===== src/design/tfma_pkg.sv =====
// Shared types and constants for the thermocouple frame moving-average block.
// No dependencies; used by tfma_ring and thermocouple_frame_moving_average.
package tfma_pkg;

  // Width of one temperature value in 1/20 degree Fahrenheit.
  localparam int unsigned SampleW = 18;

  typedef logic signed [SampleW-1:0] f20_t;

  // Status codes reported with every result.
  typedef logic [1:0] status_t;
  localparam status_t STATUS_OK        = 2'd0;
  localparam status_t STATUS_XFER_FAIL = 2'd1;
  localparam status_t STATUS_FAULT     = 2'd2;

  // Converter frame layout.
  localparam int unsigned FaultBitPos = 16;
  localparam int unsigned TempMsb     = 31;
  localparam int unsigned TempLsb     = 18;
  localparam int unsigned TempW       = TempMsb - TempLsb + 1;

  // f20 = c*9 + 640, where c is quarter degrees Celsius.
  localparam f20_t F20Offset = 18'sd640;

  // Magnitude of the smallest f20 value; biases the running sum non-negative.
  localparam int unsigned F20Bias = 73088;

  // Ring access controls for one cycle.
  typedef struct packed {
    logic rd;  // read the slot at the write pointer and advance it
    logic wr;  // write the new sample into the slot of the last read
  } ring_ctl_t;

endpackage


===== src/design/tfma_ring.sv =====
// Sample history ring: synchronous memory with write pointer and fill flag.
// Depends on tfma_pkg for the sample type and the access control struct.
module tfma_ring #(
  parameter int unsigned DEPTH = 8
) (
  input  logic                clk_i,
  input  logic                rst_ni,
  input  tfma_pkg::ring_ctl_t ctl_i,
  input  tfma_pkg::f20_t      wr_data_i,
  output tfma_pkg::f20_t      old_o
);

  localparam int unsigned AW = (DEPTH > 1) ? $clog2(DEPTH) : 1;

  tfma_pkg::f20_t mem [DEPTH];
  tfma_pkg::f20_t rd_data_q;
  logic [AW-1:0]  widx_q, widx_d;
  logic [AW-1:0]  wr_addr_q;
  logic           filled_q, filled_d;
  logic           old_valid_q;

  always_comb begin
    widx_d   = widx_q;
    filled_d = filled_q;
    if (ctl_i.rd) begin
      if (widx_q == AW'(DEPTH - 1)) begin
        widx_d   = '0;
        filled_d = 1'b1;
      end else begin
        widx_d = widx_q + AW'(1);
      end
    end
  end

  always_ff @(posedge clk_i or negedge rst_ni) begin
    if (!rst_ni) begin
      widx_q      <= '0;
      filled_q    <= 1'b0;
      old_valid_q <= 1'b0;
      wr_addr_q   <= '0;
    end else begin
      widx_q   <= widx_d;
      filled_q <= filled_d;
      if (ctl_i.rd) begin
        old_valid_q <= filled_q;
        wr_addr_q   <= widx_q;
      end
    end
  end

  // Slots not yet written since reset read as zero.
  always_ff @(posedge clk_i) begin
    if (ctl_i.wr) begin
      mem[wr_addr_q] <= wr_data_i;
    end
    if (ctl_i.rd) begin
      rd_data_q <= mem[widx_q];
    end
  end

  assign old_o = old_valid_q ? rd_data_q : '0;

endmodule


===== src/design/thermocouple_frame_moving_average.sv =====
// Top level: thermocouple converter frame decode with moving average.
// Depends on tfma_pkg and tfma_ring.
//
//  channel | direction | handshake               | payload
//  --------+-----------+-------------------------+-------------------------------------
//  in      | input     | in_valid_i / in_stall_o | raw_frame_i, transfer_ok_i
//  out     | output    | out_valid_o/out_stall_i | status_o, fault_*_o, sample_f20_o,
//          |           |                         | average_f20_o
//
// One transfer in per cycle unless out_stall_i backs up the pipeline, one result per transfer;
// stages: ring read, sum update and write back, reciprocal multiply, average and output register.
// The ring memory read port and the running-sum register set this stage split.
// Reset clears pointer, fill flag and all valid flags and sets the sum to its bias; unwritten slots read as zero.
// Each stage holds only while the stage after it is full and held, so bubbles close up
// under out_stall_i and input is taken until every stage is full.
module thermocouple_frame_moving_average #(
  parameter int unsigned WINDOW_DEPTH = 8
) (
  input  logic                    clk_i,
  input  logic                    rst_ni,
  input  logic                    in_valid_i,
  output logic                    in_stall_o,
  input  logic [31:0]             raw_frame_i,
  input  logic                    transfer_ok_i,
  output logic                    out_valid_o,
  input  logic                    out_stall_i,
  output logic [1:0]              status_o,
  output logic                    fault_short_vcc_o,
  output logic                    fault_short_gnd_o,
  output logic                    fault_open_o,
  output logic signed [17:0]      sample_f20_o,
  output logic signed [17:0]      average_f20_o
);

  localparam int unsigned SW = tfma_pkg::SampleW;
  localparam int unsigned AW = (WINDOW_DEPTH > 1) ? $clog2(WINDOW_DEPTH) : 1;
  // Biased running sum stays in [0, 2^(SW+AW)).
  localparam int unsigned SUMW = SW + AW;
  // floor(x / WINDOW_DEPTH) = (x * MUL) >> SH, exact for every x below 2^SUMW.
  localparam int unsigned SH   = SUMW + AW;
  localparam int unsigned MW   = SUMW + 1;
  localparam int unsigned PW   = SUMW + MW;
  localparam longint unsigned MulL =
    ((64'd1 << SH) + 64'(WINDOW_DEPTH) - 64'd1) / 64'(WINDOW_DEPTH);
  localparam logic [MW-1:0]   MulC    = MW'(MulL);
  localparam logic [SUMW-1:0] SumBias = SUMW'(64'(tfma_pkg::F20Bias) * 64'(WINDOW_DEPTH));

  typedef logic signed [SUMW+1:0] sum_ext_t;

  // Stage advance chain: a stage moves when it is empty or its successor moves.
  logic adv_out, adv3, adv2, adv1;
  logic accept;

  // Stage 1: decoded item, ring read in flight.
  logic               s1_v_q;
  logic               s1_smp_q;
  tfma_pkg::status_t  s1_st_q;
  logic [2:0]         s1_flt_q;
  tfma_pkg::f20_t     s1_f20_q;

  // Stage 2: biased sum after this item.
  logic               s2_v_q;
  tfma_pkg::status_t  s2_st_q;
  logic [2:0]         s2_flt_q;
  tfma_pkg::f20_t     s2_f20_q;
  logic [SUMW-1:0]    s2_x_q;

  // Stage 3: reciprocal product.
  logic               s3_v_q;
  tfma_pkg::status_t  s3_st_q;
  logic [2:0]         s3_flt_q;
  tfma_pkg::f20_t     s3_f20_q;
  logic [PW-1:0]      s3_prod_q;

  // Output register.
  logic               out_v_q;
  tfma_pkg::status_t  out_st_q;
  logic [2:0]         out_flt_q;
  tfma_pkg::f20_t     out_f20_q;
  tfma_pkg::f20_t     out_avg_q;

  logic [SUMW-1:0]    sum_q, sum_d;

  assign adv_out    = !out_v_q || !out_stall_i;
  assign adv3       = !s3_v_q || adv_out;
  assign adv2       = !s2_v_q || adv3;
  assign adv1       = !s1_v_q || adv2;
  assign in_stall_o = !adv1;
  assign accept     = in_valid_i && adv1;

  // Decode the frame.
  logic                             fault_bit;
  logic                             is_sample;
  tfma_pkg::status_t                dec_st;
  logic [2:0]                       dec_flt;
  logic signed [tfma_pkg::TempW-1:0] celsius_q4;
  tfma_pkg::f20_t                   celsius_ext;
  tfma_pkg::f20_t                   dec_f20;

  assign fault_bit   = raw_frame_i[tfma_pkg::FaultBitPos];
  assign is_sample   = transfer_ok_i && !fault_bit;
  assign celsius_q4  = $signed(raw_frame_i[tfma_pkg::TempMsb:tfma_pkg::TempLsb]);
  assign celsius_ext = tfma_pkg::f20_t'(celsius_q4);

  always_comb begin
    dec_st  = tfma_pkg::STATUS_OK;
    dec_flt = 3'b000;
    dec_f20 = (celsius_ext <<< 3) + celsius_ext + tfma_pkg::F20Offset;
    if (!transfer_ok_i) begin
      dec_st  = tfma_pkg::STATUS_XFER_FAIL;
      dec_f20 = '0;
    end else if (fault_bit) begin
      dec_st  = tfma_pkg::STATUS_FAULT;
      dec_flt = raw_frame_i[2:0];
      dec_f20 = '0;
    end
  end

  // Ring: read the oldest sample when a sample is accepted, write the new one as it leaves stage 1.
  tfma_pkg::ring_ctl_t ring_ctl;
  tfma_pkg::f20_t      ring_old;

  assign ring_ctl.rd = accept && is_sample;
  assign ring_ctl.wr = s1_v_q && s1_smp_q && adv2;

  tfma_ring #(
    .DEPTH (WINDOW_DEPTH)
  ) u_ring (
    .clk_i     (clk_i),
    .rst_ni    (rst_ni),
    .ctl_i     (ring_ctl),
    .wr_data_i (s1_f20_q),
    .old_o     (ring_old)
  );

  // Replace the oldest sample in the running sum.
  sum_ext_t sum_ext;

  assign sum_ext = $signed({2'b00, sum_q}) - sum_ext_t'(ring_old) + sum_ext_t'(s1_f20_q);

  always_comb begin
    sum_d = sum_q;
    if (s1_smp_q) begin
      sum_d = sum_ext[SUMW-1:0];
    end
  end

  // Average: drop the bias after the reciprocal multiply.
  logic [SW-1:0]   quot;
  logic signed [SW:0] avg_ext;

  assign quot    = s3_prod_q[SH +: SW];
  assign avg_ext = $signed({1'b0, quot}) - $signed((SW+1)'(tfma_pkg::F20Bias));

  always_ff @(posedge clk_i or negedge rst_ni) begin
    if (!rst_ni) begin
      s1_v_q  <= 1'b0;
      s2_v_q  <= 1'b0;
      s3_v_q  <= 1'b0;
      out_v_q <= 1'b0;
      sum_q   <= SumBias;
    end else begin
      if (adv1) begin
        s1_v_q <= in_valid_i;
      end
      if (adv2) begin
        s2_v_q <= s1_v_q;
        if (s1_v_q) begin
          sum_q <= sum_d;
        end
      end
      if (adv3) begin
        s3_v_q <= s2_v_q;
      end
      if (adv_out) begin
        out_v_q <= s3_v_q;
      end
    end
  end

  // Payload: load on advance, hold otherwise.
  always_ff @(posedge clk_i) begin
    if (accept) begin
      s1_smp_q <= is_sample;
      s1_st_q  <= dec_st;
      s1_flt_q <= dec_flt;
      s1_f20_q <= dec_f20;
    end
    if (adv2 && s1_v_q) begin
      s2_st_q  <= s1_st_q;
      s2_flt_q <= s1_flt_q;
      s2_f20_q <= s1_f20_q;
      s2_x_q   <= sum_d;
    end
    if (adv3 && s2_v_q) begin
      s3_st_q   <= s2_st_q;
      s3_flt_q  <= s2_flt_q;
      s3_f20_q  <= s2_f20_q;
      s3_prod_q <= PW'(s2_x_q) * PW'(MulC);
    end
    if (adv_out && s3_v_q) begin
      out_st_q  <= s3_st_q;
      out_flt_q <= s3_flt_q;
      out_f20_q <= s3_f20_q;
      out_avg_q <= avg_ext[SW-1:0];
    end
  end

  assign out_valid_o       = out_v_q;
  assign status_o          = out_st_q;
  assign fault_short_vcc_o = out_flt_q[2];
  assign fault_short_gnd_o = out_flt_q[1];
  assign fault_open_o      = out_flt_q[0];
  assign sample_f20_o      = out_f20_q;
  assign average_f20_o     = out_avg_q;

endmodule


===== config.mk =====
export PLATFORM = sky130hd
export DESIGN_NAME = thermocouple_frame_moving_average
export DESIGN_NICKNAME = d
export VERILOG_FILES = /design/src/design/tfma_pkg.sv /design/src/design/tfma_ring.sv /design/src/design/thermocouple_frame_moving_average.sv
export SDC_FILE = /design/constraint.sdc
export NUM_CORES = 1
export LEC_CHECK = 0
export ABC_AREA = 0
export BUFFER_PORTS_ARGS = -buffer_cell sky130_fd_sc_hd__buf_2
export CAP_MARGIN = 30
export CORE_ASPECT_RATIO = 2
export CORE_MARGIN = 2
export CORE_UTILIZATION = 45
export DETAILED_ROUTE_END_ITERATION = 10
export GPL_TIMING_DRIVEN = 0
export PLACE_DENSITY = 0.65
export SLEW_MARGIN = 40
export SYNTH_ARGS = -nofsm -noshare
export SYNTH_HDL_FRONTEND = slang
export SYNTH_SLANG_ARGS = --single-unit
export TNS_END_PERCENT = 100

===== constraint.sdc =====
create_clock -name clk_i -period 3.72 [get_ports clk_i]
set_clock_uncertainty 0.1 [all_clocks]
set_input_delay 0.186 -clock clk_i [delete_from_list [all_inputs] [get_ports clk_i]]
set_output_delay 0.186 -clock clk_i [all_outputs]
set_load 0.1 [all_outputs]

**Word level (Yosys, flattened, before mapping)**

Memory sizes are Yosys's and may differ from the RTL's. A register that Yosys moved wholly into a read port is not among the register bits.
Cells that the tools add are included.

- Register bits: 186
- Output and inout port bits: 43
- Memory bits (read-only): 0
- Latch bits: 0
- Memories kept: 1
- RAM bits: 144
- Bits of input ports: 37

Memories:

| memory | words | width | read ports | clocked after memory_dff | write ports | RTL line | source |
|---|---|---|---|---|---|---|---|
| u_ring.mem | 8 | 18 | 1 | 1 | 1 | tfma_ring.sv:15 | `tfma_pkg::f20_t mem [DEPTH];` |

- Reduce and logical (&&, ||, !) cells: 23
- Divide/modulo/power cells: 0
- Muxes and demuxes: 6
- Multipliers: 0
- Shift-type cells: 0
- Bitwise logic cells: 1
- Eq/ne operators: 1
- Order comparisons: 0
- Add/subtract/negate cells: 6

Operators by type and width:

| operator | number |
|---|---|
| $add A21 B18 Y21 | 1 |
| $mux W21 | 1 |
| $sub A21 B18 Y21 | 1 |
| $add A17 B14 Y18 | 1 |
| $add A18 B11 Y18 const B | 1 |
| $mux W18 | 1 |
| $sub A18 B17 Y18 const B | 1 |
| $logic_and A1 B1 Y1 | 8 |
| $logic_not A1 Y1 | 7 |
| $reduce_and A2 Y1 | 3 |
| $logic_or A1 B1 Y1 | 4 |
| $add A3 B1 Y3 const B | 1 |
| $eq A3 B3 Y1 const B | 1 |
| $mux W3 | 1 |
| $mux W1 | 2 |
| $mux W2 | 1 |
| $reduce_or A2 Y1 | 1 |
| $not A1 Y1 | 1 |

**Depth between registers and ports, before layout**

- Word-level depth: 8
- Gate-level depth with buffers: 13
- Gate-level depth less buffers: 11

**By module**

A second synthesis with hierarchy kept.

- Cell total of the unflattened synthesis: 897
- Area total of the unflattened synthesis: 14,746.6 um^2

By module, submodules not included:

| module | instances | area each (um^2) | cells an instance | seq. area each (um^2) |
|---|---|---|---|---|
| thermocouple_frame_moving_average | 1 | 8,314.2 | 618 | 5,047.3 |
| tfma_ring | 1 | 6,432.4 | 279 | 5,064.9 |

**Worst setup path before layout**

Ideal clock, no wire load.

- Path kind: register -> register
- From: register out_v_q (netlist: out_valid_o)
- To: register out_avg_q[0] (netlist: average_f20_o[0]), enable pin
- Stages on the path, launching flop included: 2
- Period minus slack after synthesis: 4.539 ns
- Buffers on the path: 0
- Data arrival time: 3.938 ns
- Required time: 3.118 ns
- Path slack: -0.819 ns
- Path through: dfrtp_1 > a21boi_0

- Word-level cells in the longest chain between the ends: 3

Ends and longest elaborated chain:

| item | RTL line | source |
|---|---|---|
| start, declared | thermocouple_frame_moving_average.sv:76 | `logic out_v_q;` |
| start signal, assigned | thermocouple_frame_moving_average.sv:176 | `out_v_q <= s3_v_q;` |
| $logic_not A1 Y1 | thermocouple_frame_moving_average.sv:84 | `assign adv_out = !out_v_q \|\| !out_stall_i;` |
| $logic_or A1 B1 Y1 | thermocouple_frame_moving_average.sv:84 |  |
| $logic_and A1 B1 Y1 | thermocouple_frame_moving_average.sv:201 | `if (adv_out && s3_v_q) begin` |
| end signal, assigned | thermocouple_frame_moving_average.sv:205 | `out_avg_q <= avg_ext[SW-1:0];` |
| end, declared | thermocouple_frame_moving_average.sv:80 | `tfma_pkg::f20_t out_avg_q;` |

Every way passes these cells.
A chain may end at the register's enable or synchronous reset.

**Final worst setup path**

- From: register s1_f20_q[13]
- To: register s2_x_q[16] (data pin)

- Word-level cells in the longest chain between the ends: 2

Ends and longest elaborated chain:

| item | RTL line | source |
|---|---|---|
| start, declared | thermocouple_frame_moving_average.sv:59 | `tfma_pkg::f20_t s1_f20_q;` |
| start signal, assigned | thermocouple_frame_moving_average.sv:187 | `s1_f20_q <= dec_f20;` |
| $add A21 B18 Y21 | thermocouple_frame_moving_average.sv:139 | `assign sum_ext = $signed({2'b00, sum_q}) - sum_ext_t'(ring_old) + sum_ext_t'(s1_f20_q);` |
| $mux W21 | thermocouple_frame_moving_average.sv:143 | `if (s1_smp_q) begin` |
| via sum_d[16] | thermocouple_frame_moving_average.sv:82 | `logic [SUMW-1:0] sum_q, sum_d;` |
| end signal, assigned | thermocouple_frame_moving_average.sv:193 | `s2_x_q <= sum_d;` |
| end, declared | thermocouple_frame_moving_average.sv:66 | `logic [SUMW-1:0] s2_x_q;` |

The timed path passes the listed nets, and every way through them passes these cells.

==> impl_metrics.ini <==
[worst_setup_path]
cp_max_fo = 10
cp.arrival_ns = 3.82
critPathLaunchType = flip-flop
cp-end-kind = flip-flop
path_class = flip-flop to flip-flop
cp.required_ns = 3.94

[timing]
setup_violations = 0
hold_violations = 0
holdWs_ns = 0.0110
layout_setup_ws_ns = 0.122
fin_crit_ns = 3.60
relSlewSlack = 0.527
fin_crit_sh = 0.967
worstMarginPinSlew_ns = 0.709
slew_viol_final = 0
fmaxAchievable_mhz = 278

[cts]
clkTransAtPathRegs_ns = 0.07
cts_sinks = 342
clock-root-buffer = clkbuf_16
cts_max_level = 1
cts_tree = yes
cts_buffer_depth = 3
clock_latency_ns = 0.58
cts_buffers = 28

[logic_synthesis]
synthCells = 950
synth_edf_count = 309
synth_cell_types = 64
syn_area_sq_um = 14900
synthFlopType = edfxtp_1
syn_avg_cell_area_sq_um = 15.7
ys_seq_elements = 342
seq_area_frac_synth = 0.678
async_flop_share = 0.0965
yosys_warnings = 0
syn-num-nets = 1058

[final_layout]
diodes = 0
layout-drive-gt1-share = 0.226
areaGrowthSynthToFinish_pct = 15.8
post-route-util = 0.527
final_cell_mix = edfxtp_1, inv_1, buf_2
layout_commonest_cell = edfxtp_1
fillers = 2693
fin_nets = 1199

[drt]
vias = 8139
drtAntennaViolNets = 0
drt_first_iter_violations = 454
drc = 0
via_per_inst = 5.27
firstDrtPassIters = 5
wl_per_cell_microns = 18.7
routed_wl_mm = 28.8

[placement]
gp_congestion = 0.901
port_buffers = 65
pre_cts_slack_ns = -0.455
hpwl_mm = 20.5

[hold_path]
hold_class = input pin to async pin

[global_route]
track_usage = 0.170
grt_first_pass_wirelength_mm = 45.2
grt_pass1_vias = 8481
grt.overflow.total = 0
grt_start_max_net_pins = 42
antenna_found_initial = 0

[pwr]
switching_power_mw = 4.64
peakVddDrop_mv = 0.396
power_mw = 13.1
power-per-cell-area_nw_per_um2 = 760
clkPwrFrac = 0.225
p_leak_nw = 6.54
switching_share = 0.353
power_frac_comb = 0.369
p_seq_frac = 0.406
internal-power_mw = 8.50

[outcome]
status = completed

[flow_run]
drv_cap = 0

[floorplanning]
dieArea_sq_um = 34700
std_cell_rows = 94
start_util = 0.455
core_area_sq_um = 32800
die_x_microns = 133
ios = 80
die_h_microns = 262
==> registers in the layout, summed over array words and instances (netlist names), 2 cells and up, named ones only <==
register / flops
s2_x_q: 18
s3_st_q: 2
s1_flt_q: 3
u_ring.widx_q: 3
average_f20_o: 18
s3_flt_q: 3
u_ring.mem: 144
s2_st_q: 2
sample_f20_o: 18
sum_q: 18
s2_f20_q: 18
s2_flt_q: 3
u_ring.rd_data_q: 18
status_o: 2
s3_prod_q: 18
s1_f20_q: 18
s3_f20_q: 18
s1_st_q: 2
u_ring.wr_addr_q: 3
out_flt_q: 3
==> timing repair <==
item | in CTS | in global routing
pin swaps | 1 | 2
hold buffers | 16 | 0
endpoints found under the hold margin | 55 | 0
buffers inserted | 3 | 7
endpoints found under the setup margin | 7 | 10
gates resized for setup | 6 | 9
==> stage by stage <==
step                instances  TNS (ns)  cell area [sq um]
global route             1544   -0.0122              17300
detailed placement       1469     -1.17              16100
global placement         1447    -99.33              15800
CTS                      1538         0              17200
floorplan                 950     -6.28              14900
finish                   1544         0              17300
==> cell usage after synthesis, drive strengths merged (8+ instances only) <==
library cell / number / area share
a31oi: 9 / 0.0038
dfrtp: 27 / 0.045
edfxtp: 309 / 0.62
nand2b: 13 / 0.0054
mux4: 36 / 0.054
a21o: 14 / 0.0070
inv: 96 / 0.024
o21ai: 31 / 0.010
nor2: 25 / 0.0063
nand4: 10 / 0.0042
and2: 28 / 0.012
and3: 12 / 0.0050
fa: 21 / 0.028
clkbuf: 19 / 0.0049
nand2: 56 / 0.014
mux2: 30 / 0.023
xor2: 17 / 0.010
xnor2: 15 / 0.0088
nand3: 10 / 0.0034
a21oi: 25 / 0.0084
nor3: 8 / 0.0027
ha: 50 / 0.042
==> cell type report <==
| type | instances | area [sq um] | share of cell area |
|---|---|---|---|
| clock buffer | 36 | 771 | 0.0446 |
| multi-input combinational | 485 | 4470 | 0.259 |
| inverter | 97 | 364 | 0.0211 |
| clock inverter | 15 | 153 | 0.00883 |
| sequential | 342 | 10100 | 0.585 |
| tap | 432 | 541 | 0.0313 |
| buffer | 24 | 98.8 | 0.00572 |
| timing repair buffer | 113 | 768 | 0.0445 |
==> worst paths after layout <==
check | slack (ns) | endpoint | cells past startpoint | startpoint
setup / recovery | 0.12 | s2_x_q[16]$_DFFE_PP_ | 9 | s1_f20_q[13]$_SDFFCE_PN0P_
min in group clk_i | 0.05 | s1_f20_q[4]$_SDFFCE_PN0P_ | 4 | raw_frame_i[22]
max in group asynchronous | 3.10 | u_ring.old_valid_q$_DFFE_PN0P_ | 2 | rst_ni
hold reg to reg | 0.32 | s3_prod_q[33]$_DFFE_PP_ | 0 | s2_x_q[12]$_DFFE_PP_
setup reg to reg | 0.12 | s2_x_q[16]$_DFFE_PP_ | 9 | s1_f20_q[13]$_SDFFCE_PN0P_
hold / removal | 0.01 | async pin | 2 | rst_ni
==> per-layer routing <==
layer,vias up,wire [microns],GRT usage
met2,171,16700,0.345
li1,3821,-,-
met3,63,1000,0.0190
met5,-,0,0
met4,0,1030,0.0714
met1,4084,10200,0.172
==> worst max-delay path, stage by stage, from the launching register on <==
cell and delay, ns:
edfxtp_1 0.63, inv_1 0.12, fa_1 0.55, inv_1 0.04, ha_1 0.34, a2111o_1 0.40
o221a_4 0.24, or3_2 0.50, xor2_1 0.17, mux2_2 0.27
==> logic make-up after synthesis <==
logic type,synth area share
DFF,0.678
and+or+nand+nor,0.0657
AOI/OAI and AO/OA,0.0569
buffers and inverters,0.0313
adders and majority gates,0.0701
muxes,0.0797
xor gates and xnor gates,0.0188
==> power by group through the flow <==
| stage | Clock (mW) | Sequential [mW] | Combinational, mW |
|---|---|---|---|
| 2_1_floorplan | 0 | 5.95 | 3.07 |
| 3_3_place_gp | 0 | 5.39 | 4.59 |
| 3_5_place_dp | 0 | 5.42 | 4.72 |
| 4_1_cts | 3.04 | 5.34 | 4.81 |
| 5_1_grt | 3.17 | 5.39 | 5.36 |
| 6_report | 2.96 | 5.33 | 4.85 |
No activity file was read; power rests on OpenSTA's default activity.
